**config.mk**
```make
export PLATFORM = sky130hd
export DESIGN_NAME = one_shot_timer_pool
export DESIGN_NICKNAME = d
export VERILOG_FILES = /design/src/rtl/core/otp_pkg.sv /design/src/rtl/core/one_shot_timer_pool.sv /design/src/rtl/core/otp_cell.sv
export SDC_FILE = /design/constraint.sdc
export NUM_CORES = 1
export LEC_CHECK = 0
export BUFFER_PORTS_ARGS = -buffer_cell sky130_fd_sc_hd__buf_2
export CELL_PAD_IN_SITES_DETAIL_PLACEMENT = 1
export CELL_PAD_IN_SITES_GLOBAL_PLACEMENT = 1
export CORE_UTILIZATION = 47
export CTS_BUF_LIST = sky130_fd_sc_hd__clkbuf_16
export DETAILED_ROUTE_END_ITERATION = 8
export GPL_TIMING_DRIVEN = 0
export PLACE_DENSITY_LB_ADDON = 0.12
export SLEW_MARGIN = 0
export SYNTH_ARGS = -nofsm -noshare
export SYNTH_HDL_FRONTEND = slang
export SYNTH_HIERARCHICAL = 1
export SYNTH_SLANG_ARGS = --single-unit
```
**constraint.sdc**
```tcl
create_clock -name clk -period 6.75 [get_ports clk]
set_input_delay 1.0125 -clock clk [delete_from_list [all_inputs] [get_ports clk]]
set_output_delay 1.0125 -clock clk [all_outputs]
set_load 0.05 [all_outputs]
```
**src/rtl/core/otp_pkg.sv**
```systemverilog
package otp_pkg;

	localparam int TIME_W = 32;
	localparam int CMD_W = 2;
	localparam int HANDLE_IN_W = 6;
	localparam int HANDLE_OUT_W = 5;
	localparam int STATUS_W = 3;

	localparam logic [CMD_W-1:0] CMD_TICK   = 2'd0;
	localparam logic [CMD_W-1:0] CMD_START  = 2'd1;
	localparam logic [CMD_W-1:0] CMD_CANCEL = 2'd2;

	localparam logic [STATUS_W-1:0] ST_STARTED   = 3'd0;
	localparam logic [STATUS_W-1:0] ST_FULL      = 3'd1;
	localparam logic [STATUS_W-1:0] ST_CANCELLED = 3'd2;
	localparam logic [STATUS_W-1:0] ST_BADHANDLE = 3'd3;
	localparam logic [STATUS_W-1:0] ST_FIRED     = 3'd4;

	// Broadcast controls that every slot cell sees in the same cycle.
	typedef struct packed {
		logic tick_go;
		logic start_go;
		logic scan;
	} cell_ctl_t;

endpackage

```
**src/rtl/core/one_shot_timer_pool.sv**
```systemverilog
// Pool of SLOT_COUNT one-shot timers held in a row of slot cells. Start and
// cancel items are answered on the cycle after the item is accepted, and busy
// stays low, so a new item may follow at once. A tick item compares every
// active slot with now in the cycle it is taken, then a scan token walks the
// row one slot per cycle and each expired slot puts out one fired result as
// the token reaches it; busy stays high while the token walks and drops once
// no expired slot is left ahead of it. Results carry no back-pressure: each
// is shown for exactly one cycle, marked by valid, and must be taken then.
module one_shot_timer_pool #(
	parameter int SLOT_COUNT = 20
) (
	input  logic                             clk,
	input  logic                             arst_n,
	input  logic                             start,
	output logic                             busy,
	input  logic [otp_pkg::CMD_W-1:0]        cmd,
	input  logic [otp_pkg::TIME_W-1:0]       now,
	input  logic [otp_pkg::TIME_W-1:0]       delay,
	input  logic [otp_pkg::HANDLE_IN_W-1:0]  handle,
	output logic                             valid,
	output logic [otp_pkg::STATUS_W-1:0]     status,
	output logic [otp_pkg::HANDLE_OUT_W-1:0] result_handle,
	output logic                             last
);
	import otp_pkg::*;

	logic                    accept;
	logic                    cancel_ok;
	cell_ctl_t               ctl;
	logic [TIME_W-1:0]       expiry_new;
	logic [SLOT_COUNT-1:0]   cancel_v;
	logic [SLOT_COUNT-1:0]   claim_v;
	logic [SLOT_COUNT-1:0]   emit_v;
	logic [SLOT_COUNT-1:0]   last_v;
	logic [SLOT_COUNT:0]     taken_c;
	logic [SLOT_COUNT:0]     token_c;
	logic [SLOT_COUNT:0]     later_c;
	logic                    any_claim;
	logic                    any_emit;
	logic                    any_last;
	logic [HANDLE_OUT_W-1:0] hit_handle;

	logic                    scanning_q;
	logic                    valid_q;
	logic [STATUS_W-1:0]     status_q;
	logic [HANDLE_OUT_W-1:0] handle_q;
	logic                    last_q;

	assign accept      = start & ~busy;
	assign ctl.tick_go  = accept && (cmd == CMD_TICK);
	assign ctl.start_go = accept && (cmd == CMD_START);
	assign ctl.scan     = scanning_q;
	assign cancel_ok    = (handle != '0) && (handle <= HANDLE_IN_W'(SLOT_COUNT));
	assign expiry_new   = now + delay;

	always_comb begin
		for (int i = 0; i < SLOT_COUNT; i++) begin
			cancel_v[i] = accept && (cmd == CMD_CANCEL) && cancel_ok &&
				(handle == HANDLE_IN_W'(i + 1));
		end
	end

	assign taken_c[0]          = 1'b0;
	assign token_c[0]          = ctl.tick_go;
	assign later_c[SLOT_COUNT] = 1'b0;

	for (genvar g = 0; g < SLOT_COUNT; g++) begin : g_cell
		otp_cell u_cell (
			.clk        (clk),
			.arst_n     (arst_n),
			.ctl        (ctl),
			.cancel_hit (cancel_v[g]),
			.now        (now),
			.expiry_new (expiry_new),
			.taken_in   (taken_c[g]),
			.taken_out  (taken_c[g+1]),
			.token_in   (token_c[g]),
			.token_out  (token_c[g+1]),
			.later_in   (later_c[g+1]),
			.later_out  (later_c[g]),
			.claim      (claim_v[g]),
			.emit       (emit_v[g]),
			.last_hit   (last_v[g])
		);
	end

	assign any_claim = |claim_v;
	assign any_emit  = |emit_v;
	assign any_last  = |last_v;

	// Claims and scan hits never occur in the same cycle, so one encoder serves both.
	always_comb begin
		hit_handle = '0;
		for (int i = 0; i < SLOT_COUNT; i++) begin
			if (claim_v[i] || emit_v[i]) begin
				hit_handle = hit_handle | HANDLE_OUT_W'(i + 1);
			end
		end
	end

	always_ff @(posedge clk or negedge arst_n) begin
		if (!arst_n) begin
			scanning_q <= 1'b0;
			valid_q    <= 1'b0;
		end else begin
			// The scan stops once no expired slot is left ahead of the token.
			scanning_q <= ctl.tick_go | (scanning_q & later_c[0] & ~any_last);
			valid_q    <= any_emit |
				(accept && ((cmd == CMD_START) || (cmd == CMD_CANCEL)));
		end
	end

	always_ff @(posedge clk) begin
		if (any_emit) begin
			status_q <= ST_FIRED;
			handle_q <= hit_handle;
			last_q   <= any_last;
		end else if (accept) begin
			last_q <= 1'b1;
			case (cmd)
				CMD_START: begin
					status_q <= any_claim ? ST_STARTED : ST_FULL;
					handle_q <= hit_handle;
				end
				CMD_CANCEL: begin
					status_q <= cancel_ok ? ST_CANCELLED : ST_BADHANDLE;
					handle_q <= '0;
				end
				default: begin
					status_q <= status_q;
					handle_q <= handle_q;
				end
			endcase
		end
	end

	assign busy          = scanning_q;
	assign valid         = valid_q;
	assign status        = status_q;
	assign result_handle = handle_q;
	assign last          = last_q;

endmodule

```
**src/rtl/core/otp_cell.sv**
```systemverilog
module otp_cell (
	input  logic                      clk,
	input  logic                      arst_n,
	input  otp_pkg::cell_ctl_t        ctl,
	input  logic                      cancel_hit,
	input  logic [otp_pkg::TIME_W-1:0] now,
	input  logic [otp_pkg::TIME_W-1:0] expiry_new,
	input  logic                      taken_in,
	output logic                      taken_out,
	input  logic                      token_in,
	output logic                      token_out,
	input  logic                      later_in,
	output logic                      later_out,
	output logic                      claim,
	output logic                      emit,
	output logic                      last_hit
);
	import otp_pkg::*;

	logic              active_q;
	logic              fire_q;
	logic              token_q;
	logic [TIME_W-1:0] expiry_q;

	// A start goes to the first free cell: every cell before it is busy.
	assign claim     = ctl.start_go & ~active_q & ~taken_in;
	assign taken_out = taken_in | ~active_q;

	assign emit      = ctl.scan & token_q & fire_q;
	assign later_out = fire_q | later_in;
	assign last_hit  = emit & ~later_in;
	assign token_out = ctl.scan & token_q;

	always_ff @(posedge clk or negedge arst_n) begin
		if (!arst_n) begin
			active_q <= 1'b0;
			fire_q   <= 1'b0;
			token_q  <= 1'b0;
		end else begin
			token_q <= token_in;
			if (claim) begin
				active_q <= 1'b1;
			end else if (cancel_hit || emit) begin
				active_q <= 1'b0;
			end
			if (ctl.tick_go) begin
				fire_q <= active_q & (expiry_q < now);
			end else if (emit) begin
				fire_q <= 1'b0;
			end
		end
	end

	always_ff @(posedge clk) begin
		if (claim) begin
			expiry_q <= expiry_new;
		end
	end

endmodule

```
==> summary.md, run 1 <==
| Metric | Value |
|---|---|
| Netlist Area Pre-Place | 40800 µm² |
| Setup crit start kind | flop |
| Vias after detailed routing | 28.88k |
| Switching Share | 27.81% |
| Clk Latency, worst-skew pair | 0.65 ns |
| Crit. End Element | flop |
| Status | completed |
| Clk buf depth | 3 |
| GRT overflow | 0 |
| Avg Cell Area, Syn | 11.68 µm² |
| Syn-to-layout area delta | 14.93% |
| Hold Crit Class | in -> async |
| Hpwl dp | 91.87 mm |
| Period utilization | 98.04% |
| Clk slew on worst S/H paths | 0.06 ns |
| RSZ-0062 raised after global routing | no |
| Yosys warning total | 6 |
| Dpl cells | 4813 |
| Initial DRC Count | 1871 |
| Core area | 85550 µm² |
| Psw | 3095 µW |
| Fin util | 54.81% |
| Final min period | 6.618 ns |
| Final max-slew violation count | 0 |
| DRT Pass-1 Iters | 7 |
| Critical Path AT | 7.14 ns |
| TritonCTS Sinks | 711 |
| DRC errors left | 0 |
| CTS Hold Bufs | 0 |
| Max_cap viols | 0 |
| Antenna violations before repair | 7 |
| Clock power frac | 38.1% |
| Peak supply drop | 0.1638 mV |
| Setup Crit Path Kind | reg -> reg |
| Root buffer cell | clkbuf_16 |
| Hold Fails Final Rpt | 0 |
| Final setup viols | 0 |
| Power Internal | 8034 µW |
| Final cell count without fillers | 4969 |
| Multi-input logic area | 17500 µm² |
| F_max | 151.1 MHz |
| Vias per std cell | 5.812 |
| I/O pins | 86 |
| Post-route ant nets | 0 |
| Register area | 21010 µm² |
| Worst-margin pin slew | 1.409 ns |
| Post-synthesis cell count | 3492 |
| Placer Congestion | 0.8916 |
| DIE WIDTH | 296.6 µm |
| Filler cells | 8783 |
| Die Y | 296.6 µm |
| Nets | 4485 |
| Power Total | 11130 µW |
| Slew Limit Headroom | 5.795% |
| Area of the die | 87990 µm² |
| Starting Density | 47.69% |
| P_leak | 0.02127 µW |
| CTS H-Tree Depth | 3 |
| Pwr/cell area | 237.3 nW/µm² |
| First-pass GRT wire length | 191.4 mm |
| Fin Setup TNS | 0 ns |
| Worst Skew | 0.02583 ns |
| DR WL/cell | 26.00 µm |
| Drt total wl | 129.2 mm |
| Combinational share of power | 15.8% |
| CTS Buf Count | 82 |
| Vias in the first global route | 31.49k |
| Crit path required time | 7.27 ns |
| Cell Rows | 107 |
| Largest fanout on the critical path | 2 |
| Share of power burned in registers | 46.1% |
| Global-route usage over all layers | 29.81% |
| Share of layout cells above drive strength 1 | 11.70% |
| CTS tree | done |
| Largest net degree at the start of global routing | 63 |
| # port buffers | 82 |
==> critical path, cell delays in order (launching register included) <==
cell and delay [ns]:
dfrtp_1 0.38, or2_2 0.30, or2_4 0.26, or2_4 0.25, or2_2 0.31, or2_4 0.26, or2_2 0.30, or2_2 0.30
or2_2 0.31, or2_2 0.31, or2_4 0.26, or2_2 0.31, or2_2 0.31, or2_2 0.31, or2_4 0.26, or2_2 0.30
or2_2 0.31, or2_2 0.32, or2_2 0.32, or2_4 0.26, nor2_2 0.11, nor4_1 0.06, nand2_1 0.07, nor2_2 0.06
a31o_2 0.24
==> metrics by stage <==
step	worst slack [ns]	cell area (µm²)	hold slack, ns
2_1_floorplan	0.1513	40810	0.4660
6_report	0.1324	46890	0.4776
3_5_place_dp	-0.2137	44310	0.4823
4_1_cts	0.03549	46870	0.4959
5_1_grt	0.0008873	46880	0.5148
3_3_place_gp	-2.715	42650	0.4620
==> layout by cell type (no fill, tap or decap), drive strengths merged, types with 22 or more instances in the layout <==
cell and instances:
inv 742, ha 654, edfxtp 646, nand2 254, a21oi 229, buf 181
clkbuf 99, nor2 82, o21a 64, o21ai 64, nand2b 63, dfrtp 62
a21o 56, nand4 51, nand3 51, nor3 49, a221oi 42, and4 41
a31oi 28, clkinv 26, nor4 25, and2 24, and3 22, o22ai 22
o211ai 22, nor3b 22, a2111oi 22
==> sequential cells by signal (all words and copies together) (netlist names) <==
signal                  cells
g_cell.u_cell/expiry_q    640
g_cell.u_cell/active_q     20
g_cell.u_cell/fire_q       20
g_cell.u_cell/token_q      20
result_handle               5
status                      3
busy                        1
last                        1
valid                       1
==> power by group through the flow <==
stage	sequential, µW	combinational, µW	clock (µW)
3_5_place_dp	5220	1750	0
2_1_floorplan	5250	745	0
3_3_place_gp	5250	1440	0
6_report	5130	1760	4240
5_1_grt	5130	1880	4470
4_1_cts	5130	1770	4320
==> worst paths after layout <==
| kind | startpoint | to | slack, ns | depth (start not counted) |
|---|---|---|---|---|
| worst max-delay path | g_cell[19].u_cell/fire_q | busy | 0.13 | 24 |
| worst min-delay path | arst_n | g_cell[1].u_cell/active_q | 0.48 | 1 |
| worst max register to register | g_cell[19].u_cell/fire_q | busy | 0.13 | 24 |
| worst min register to register | status[1] | status[1] | 0.49 | 2 |
| max in group asynchronous | arst_n | g_cell[10].u_cell/token_q | 5.68 | 1 |
| min in group clk | status[1] | status[1] | 0.49 | 2 |
==> cell type report <==
class                      count  area share [%]
sequential                   711           44.81
multi-input combinational   2058           37.32
inverter                     708           5.667
clock buffer                  86           4.589
timing repair buffer         176           3.576
tap                         1144           3.053
clock inverter                64          0.8112
buffer                        18          0.1574
antenna                        4         0.02135
==> metal layers <==
metal | vias to the layer above | global-route usage, % | part of all wire (%)
li1 | 13121 | - | -
met1 | 14792 | 37.67 | 42
met2 | 732 | 52.25 | 50
met3 | 231 | 3.512 | 5.0
met4 | 2 | 11.20 | 3.5
met5 | - | 0 | 0.010
==> what timing repair did <==
item                                   in CTS  in global routing
cloned                                      0                  0
pin swaps                                   0                  1
setup endpoints to repair                   2                  2
resized for setup                           5                  3
buffers inserted                            1                  1
endpoints found under the hold margin       0                  0
(Power assumes the default switching activity.)
==> inputs of run 2 (changes only) <==
Settings changed: ABC_AREA from default to 1, CORE_UTILIZATION 47 to 46, REMOVE_ABC_BUFFERS from default to 1.
==> run 2 against run 1 <==
Compared with the run above:
- wire length shrank 9.2%
- synthesized area grew 2.9%
- synthesized cell count grew 22%
- clock skew shrank 0.0062 ns
- worst hold slack lost 0.30 ns
- clock power grew 2%
- sequential power grew 2%
- final cell count grew 15%
- largest power group unchanged
- setup slack gained 0.092 ns
- via count grew 4.4%
- largest cell class unchanged
- critical endpoint unchanged
==> summary.md, run 2 <==
| Metric | Value |
|---|---|
| Hold Crit Class | in -> async |
| Die Y | 304.2 µm |
| Share of layout cells above drive strength 1 | 8.894% |
| Area of the die | 92510 µm² |
| Status | completed |
| DR WL/cell | 20.56 µm |
| Final max-slew violation count | 0 |
| First-pass GRT wire length | 181.0 mm |
| Pwr/cell area | 238.2 nW/µm² |
| Max_cap viols | 0 |
| # port buffers | 85 |
| Filler cells | 10.19k |
| F_max | 153.2 MHz |
| Clk Latency, worst-skew pair | 0.64 ns |
| Yosys warning total | 6 |
| Post-synthesis cell count | 4275 |
| Global-route usage over all layers | 25.66% |
| Antenna violations before repair | 1 |
| Peak supply drop | 0.1704 mV |
| Drt total wl | 117.4 mm |
| Power Total | 11220 µW |
| Starting Density | 46.52% |
| Final setup viols | 0 |
| GRT overflow | 0 |
| Clk buf depth | 3 |
| Worst-margin pin slew | 1.316 ns |
| Nets | 5199 |
| Fin Setup TNS | 0 ns |
| DRT Pass-1 Iters | 7 |
| Core area | 90290 µm² |
| Setup crit start kind | flop |
| Largest net degree at the start of global routing | 62 |
| Most frequent cells in the layout | inv_1 (992), nand2_1 (842), ha_1 (654) |
| Largest register FFs | 640 |
| Vias in the first global route | 32.58k |
| Root buffer cell | clkbuf_16 |
| DRC errors left | 0 |
| Critical Path AT | 7.03 ns |
| Setup Crit Path Kind | reg -> reg |
| Crit path required time | 7.26 ns |
| Final min period | 6.525 ns |
| Cell Rows | 110 |
| DIE WIDTH | 304.2 µm |
| Netlist Area Pre-Place | 42000 µm² |
| RSZ-0062 raised after global routing | no |
| Hold Fails Final Rpt | 0 |
| Crit. End Element | flop |
| I/O pins | 86 |
| Period utilization | 96.67% |
| Initial DRC Count | 1472 |
| Vias after detailed routing | 30.14k |
| Avg Cell Area, Syn | 9.824 µm² |
| TritonCTS Sinks | 711 |
| Post-route ant nets | 0 |
| Slew Limit Headroom | 12.05% |
| Hpwl dp | 81.10 mm |
| Largest fanout on the critical path | 2 |
| Final instance area | 47120 µm² |
| Area after DPL | 44440 µm² |
| CTS Hold Bufs | 0 |
| Most flop-heavy register | g_cell.u_cell/expiry_q |
| Vias per std cell | 5.279 |
| Syn-to-layout area delta | 12.19% |
| Clk slew on worst S/H paths | 0.06 ns |
| Placer Congestion | 0.8138 |
| CTS tree | done |
| Worst Skew | 0.01959 ns |
| CTS H-Tree Depth | 3 |
| Commonest non-fill, non-tap cell in the layout | inv_1 |
| CTS Buf Count | 82 |
| P_leak | 0.02302 µW |
-- run 2: cell types whose count changed in the layout (fill, tap and decap cells not counted), sizes merged, moves of 43 or more --
cell    delta
nand2    +628
inv      +287
nor2     +154
a21oi     +94
buf       -72
nand2b    -63
a21o      -55
o21a      -44
nand3     +43
-- run 2: repair_timing --
item	CTS	global route
setup buffers	1	0
gates resized for setup	8	3
setup endpoints to repair	2	2
endpoints found under the hold margin	0	0
-- run 2: area by class of cell --
type | instances | area, µm² | share of cell area [%]
sequential | 711 | 21010 | 44.59
multi-input combinational | 2554 | 17400 | 36.93
inverter | 1011 | 3795 | 8.054
clock buffer | 89 | 2227 | 4.727
tap | 1176 | 1471 | 3.123
timing repair buffer | 109 | 863.3 | 1.832
clock inverter | 57 | 342.8 | 0.7276
antenna | 2 | 5.005 | 0.01062
-- run 2: stage by stage --
| stage | utilization (%) | hold slack (ns) | instances | setup slack [ns] |
|---|---|---|---|---|
| finish | 52.19 | 0.1802 | 5709 | 0.2246 |
| global route | 52.18 | 0.1516 | 5707 | 0.05952 |
| floorplan | - | 0.4445 | 4276 | 0.1986 |
| detailed placement | 49.22 | 0.4372 | 5557 | -0.3714 |
| CTS | 52.10 | 0.1402 | 5704 | 0.05606 |
| global placement | 48.61 | 0.4339 | 5537 | -0.3219 |
-- run 2: path summary, 6_finish.rpt --
kind / slack [ns] / start / cells past startpoint / end
worst max-delay path: 0.22 / g_cell[19].u_cell/fire_q / 25 / busy
worst min-delay path: 0.18 / arst_n / 1 / valid
max in group asynchronous: 6.02 / arst_n / 2 / g_cell[0].u_cell/fire_q
min in group clk: 0.44 / status[1] / 2 / status[1]
worst min register to register: 0.44 / status[1] / 2 / status[1]
worst max register to register: 0.22 / g_cell[19].u_cell/fire_q / 25 / busy
-- run 2: critical path, stage by stage (launching register included) --
cell and delay [ns]:
dfrtp_1 0.39, or2_2 0.29, or2_2 0.31, or2_2 0.31
or2_4 0.28, or2_4 0.27, or2_2 0.30, or2_2 0.32
or2_2 0.31, or2_2 0.31, or2_2 0.31, or2_2 0.32
or2_4 0.27, or2_2 0.32, or2_4 0.27, or2_4 0.26
or2_4 0.26, or2_2 0.30, or2_4 0.26, or2_4 0.26
nor2_4 0.11, nor4_1 0.06, nand2_1 0.08, nor2_1 0.07
nand3_1 0.07, o21ai_1 0.10
-- run 2: power breakdown --
part           switching (µW)  internal (µW)
registers                94.4           5110
clock network            1810           2500
logic                    1230            464
-- run 2: routing by layer --
layer  vias up  GRT usage (%)  share of wire (%)
li1      14474              -                  -
met2       459          44.66                 49
met3       176          3.092                3.3
met5         -              0                  0
met4         0          7.591                2.5
met1     15027          33.42                 46
